--- config.mk ---
export PLATFORM = sky130hd
export DESIGN_NAME = scph_divider
export DESIGN_NICKNAME = d
export VERILOG_FILES = /design/src/hw/rtl/scph_pkg.sv /design/src/hw/rtl/scph_divider.sv
export SDC_FILE = /design/constraint.sdc
export NUM_CORES = 2
export LEC_CHECK = 0
export BUFFER_PORTS_ARGS = -buffer_cell sky130_fd_sc_hd__buf_2
export CAP_MARGIN = 30
export CORE_MARGIN = 2
export CORE_UTILIZATION = 35
export DETAILED_ROUTE_END_ITERATION = 16
export PLACE_DENSITY = 0.55
export SLEW_MARGIN = 20
export SYNTH_ARGS = -nofsm -noshare
export SYNTH_HDL_FRONTEND = slang
export SYNTH_SLANG_ARGS = --single-unit
export TNS_END_PERCENT = 100
--- constraint.sdc ---
create_clock -name clock -period 3.5 [get_ports clock]
set_input_delay 0.35 -clock clock [delete_from_list [all_inputs] [get_ports clock]]
set_output_delay 0.35 -clock clock [all_outputs]
set_load 0.01 [all_outputs]
--- src/hw/rtl/scph_pkg.sv ---
package scph_pkg;

   localparam int FRAC_BITS = 16;
   localparam int CW = 32;
   localparam int DW = 33;
   localparam int PW = 66;
   localparam int AW = 68;

   localparam logic [1:0] MODE_START = 2'd0;
   localparam logic [1:0] MODE_END = 2'd1;
   localparam logic [1:0] MODE_MID = 2'd2;

   typedef struct packed {
      logic signed [CW-1:0] start_x;
      logic signed [CW-1:0] start_y;
      logic signed [CW-1:0] start_z;
      logic signed [CW-1:0] end_x;
      logic signed [CW-1:0] end_y;
      logic signed [CW-1:0] end_z;
      logic signed [CW-1:0] point_x;
      logic signed [CW-1:0] point_y;
      logic signed [CW-1:0] point_z;
      logic [30:0] radius;
   } req_type;

   typedef struct packed {
      logic signed [CW-1:0] near_x;
      logic signed [CW-1:0] near_y;
      logic signed [CW-1:0] near_z;
      logic hit;
      logic degenerate;
   } rsp_type;

endpackage

--- src/hw/rtl/scph_divider.sv ---
module scph_divider (
   input  logic clock,
   input  logic reset,
   input  logic adv,
   input  logic in_valid,
   input  logic [scph_pkg::AW-1:0] in_num,
   input  logic [scph_pkg::AW-1:0] in_den,
   output logic out_valid,
   output logic [scph_pkg::FRAC_BITS-1:0] out_q
);
   // one quotient bit per stage, restoring, D < L
   localparam int N = scph_pkg::FRAC_BITS;
   localparam int AW = scph_pkg::AW;

   logic [N:1] vld_ff;
   logic [AW-1:0] rem_ff [1:N-1];
   logic [AW-1:0] den_ff [1:N-1];
   logic [N-1:0] q_ff [1:N];

   for (genvar k = 0; k < N; k++) begin : g_stage
      logic vld_c;
      logic [AW-1:0] rem_c;
      logic [AW-1:0] den_c;
      logic [N-1:0] q_c;
      logic [AW:0] sh;
      logic ge;
      if (k == 0) begin : g_first
         assign vld_c = in_valid;
         assign rem_c = in_num;
         assign den_c = in_den;
         assign q_c = '0;
      end else begin : g_next
         assign vld_c = vld_ff[k];
         assign rem_c = rem_ff[k];
         assign den_c = den_ff[k];
         assign q_c = q_ff[k];
      end
      assign sh = {rem_c, 1'b0};
      assign ge = sh >= {1'b0, den_c};
      always_ff @(posedge clock) begin
         if (reset) begin
            vld_ff[k+1] <= 1'b0;
         end else if (adv) begin
            vld_ff[k+1] <= vld_c;
         end
         if (adv) begin
            q_ff[k+1] <= {q_c[N-2:0], ge};
         end
      end
      if (k < N - 1) begin : g_carry
         logic [AW:0] nxt_c;
         assign nxt_c = ge ? sh - {1'b0, den_c} : sh;
         always_ff @(posedge clock) begin
            if (adv) begin
               rem_ff[k+1] <= nxt_c[AW-1:0];
               den_ff[k+1] <= den_c;
            end
         end
      end
   end

   assign out_valid = vld_ff[N];
   assign out_q = q_ff[N];
endmodule
==> flow_summary.ini <==
[finish]
drive_above_1_share_pct = 31.2
nets = 20003
final_common_cell = buf_4
area_growth_pct = 39.9
final_area_um2 = 197000
final_cell_mix = buf_4 (4258), edfxtp_1 (2176), a21oi_1 (1418)
fin_util_pct = 49.1

[sta]
setup_tns_ns = -335.84
timing.final.ws_setup_ns = -0.663
grt_setup_unrepaired = true
clock_skew_ns = 0.0360
drv_slew = 0
setup-violations-final = 961
slew_headroom_pct = 45.5
hold_viol_final = 0
worstMarginPinSlew_ns = 0.817
timing.final.crit_share_pct = 119
fmax_mhz = 240
post-route-min-period_ns = 4.16

[clock_tree]
clkTransAtPathRegs_ns = 0.06
cts.path.max_buffers = 4
insertion_delay_ns = 0.90
cts-root-buf = clkbuf_16
htreeDepth = 5
cts_tree = built
numCtsBuffers = 271
clock-sinks = 2192

[grt]
grt_pass1_vias = 120310
antenna_found_initial = 8
grt_overflow = 0
grt_pass1_wl_mm = 651
grt.total_usage_pct = 20.2
grt_start_max_net_pins = 111

[worst_setup_path]
critPathKind = flop to flop
worstPathMaxFanout = 11
critical_path.startpoint = den_ff[2][205]
end_kind = flop
reg2reg_from = den_ff[2][205]
arrival_ns = 4.80
crit_path_start_kind = flop
cp.required_ns = 4.14

[synthesis]
syn_inst = 14216
async_flop_share_pct = 0
synth_nets = 15458
synth_area_leaders = edfxtp_1 (46%), ha_1 (9.7%), a21oi_1 (5.3%)
yosysUniqueCellTypes = 107
ys_ff_latch = 2192
ys.flop_type = edfxtp_1
syn_area_per_cell_um2 = 9.91
netlist_area_um2 = 141000
yosysWarnings = 0
yosysTopAreaCellShare_pct = 46.4
synth_enable_flop_cells = 2176
synth_seq_area_share_pct = 46.6
synth_top_cell_by_area = edfxtp_1

[min_path]
min_path_type = primary input to flop
hp-start = in_num[34]

[routing]
vias = 117213
postRouteAntennaNets = 0
wl_per_cell_um = 17.7
firstDrtPassIters = 6
drc_errors = 0
finalWirelength_mm = 431
drt-initial-drc-count = 5278
via_per_inst = 4.83

[pwr]
p_leak_nw = 87.7
ir_drop_uv = 402
powerDensity_nw_per_um2 = 935
total_power_w = 0.184

[place]
dp_hpwl_mm = 339
place_area_um2 = 179000
dpl_worst_slack_ns = -1.10
gp_congestion = 0.942
portBuffers = 156

[run_status]
status = complete, but fails checks
violations = setup timing

[floorplan]
die_h_um = 639
num_rows = 233
die-area_um2 = 408000
initial_utilization_pct = 35.1
core-area_um2 = 402000
die_x_um = 639
io_pins = 157

[job]
max-cap-violations = 0
## per-layer routing
layer  vias up  track usage [%]  wire [um]
met3       965             1.96      10500
met4         0             12.8      33700
li1      60804                -          -
met5         -                0          0
met2      1909             38.1     222000
met1     53535             21.4     164000
## registers in the layout, summed over array words and instances, names as in the netlist
signal / flops
den_ff: 1020
out_valid: 1
rem_ff: 1020
q_ff: 136
g_stage.vld_c: 15
## report_power, final
part / leakage [nW] / total (W) / switching, W / internal [W]
combinational: 62.1 / 0.112 / 0.0548 / 0.0574
clock: 4.22 / 0.0275 / 0.0111 / 0.0164
sequential: 21.4 / 0.0446 / 0.00444 / 0.0401
total: 87.7 / 0.184 / 0.0703 / 0.114
## metrics by stage
step | std cells | hold WS, ns
floorplan | 14216 | 0.400
global placement | 23372 | 0.401
detailed placement | 23372 | 0.405
CTS | 24141 | 0.0885
global route | 24277 | 0.154
finish | 24279 | 0.160
## path summary, 6_finish.rpt
| check | to | slack, ns | cells after the start |
|---|---|---|---|
| worst min register to register | q_ff[0][217] | 0.40 | 0 |
| worst max-delay path | rem_ff[1][310] | -0.66 | 18 |
| worst max register to register | rem_ff[1][310] | -0.66 | 18 |
| worst min-delay path | rem_ff[0][103] | 0.16 | 5 |
## final cells by class
class	count	area (um2)
inverter	1397	5250
antenna	21	52.6
clock buffer	327	7190
fill	37595	205000
sequential	2192	65700
tap	5287	6620
multi-input combinational	10071	71400
timing repair buffer	4828	39400
clock inverter	156	1510
## worst max-delay path: stages (launching register included)
cell and delay (ns):
edfxtp_1 0.42, inv_2 0.09, ha_4 0.20, nor2b_4 0.12, o21bai_1 0.17, a21boi_2 0.09, o31a_1 0.36, a31oi_4 0.24
a311o_1 0.22, buf_6 0.14, a31oi_4 0.16, o31ai_4 0.32, o21a_1 0.17, o21ai_1 0.07, buf_4 0.17, a21oi_4 0.18
buf_12 0.19, clkbuf_16 0.20, mux2_2 0.35
## repair_timing
item	in CTS	in global routing
pin swaps	197	173
buffers inserted	114	95
endpoints found under the hold margin	188	0
hold buffers	140	0
resized for setup	562	495
setup endpoints to repair	965	1021
cloned	36	37
## kinds of logic (layout without fill, tap and decap cells)
logic type	after synthesis	in the layout	synth area share [%]
buffers and inverters	1954	6708	5.40
AOI/OAI and AO/OA	4326	4327	18.8
muxes	268	268	2.15
xor gates and xnor gates	938	938	5.83
DFF	2192	2192	46.6
and+or+nand+nor	3436	3436	11.4
adders and majority gates	1102	1102	9.86
other	0	21	0
## synth_stat cells (all sizes together), types with 128 or more instances
cell,instances
buf,141
nand2,1214
a31oi,137
edfxtp,2176
nor3,162
nand2b,128
nor2b,134
nor2,900
a21o,611
inv,1397
mux2,242
xnor2,552
ha,1087
o21bai,227
nand4,330
a21oi,1504
o21ai,1103
nand3,196
xor2,386
clkbuf,416
No activity file was read; power rests on OpenSTA's default activity.
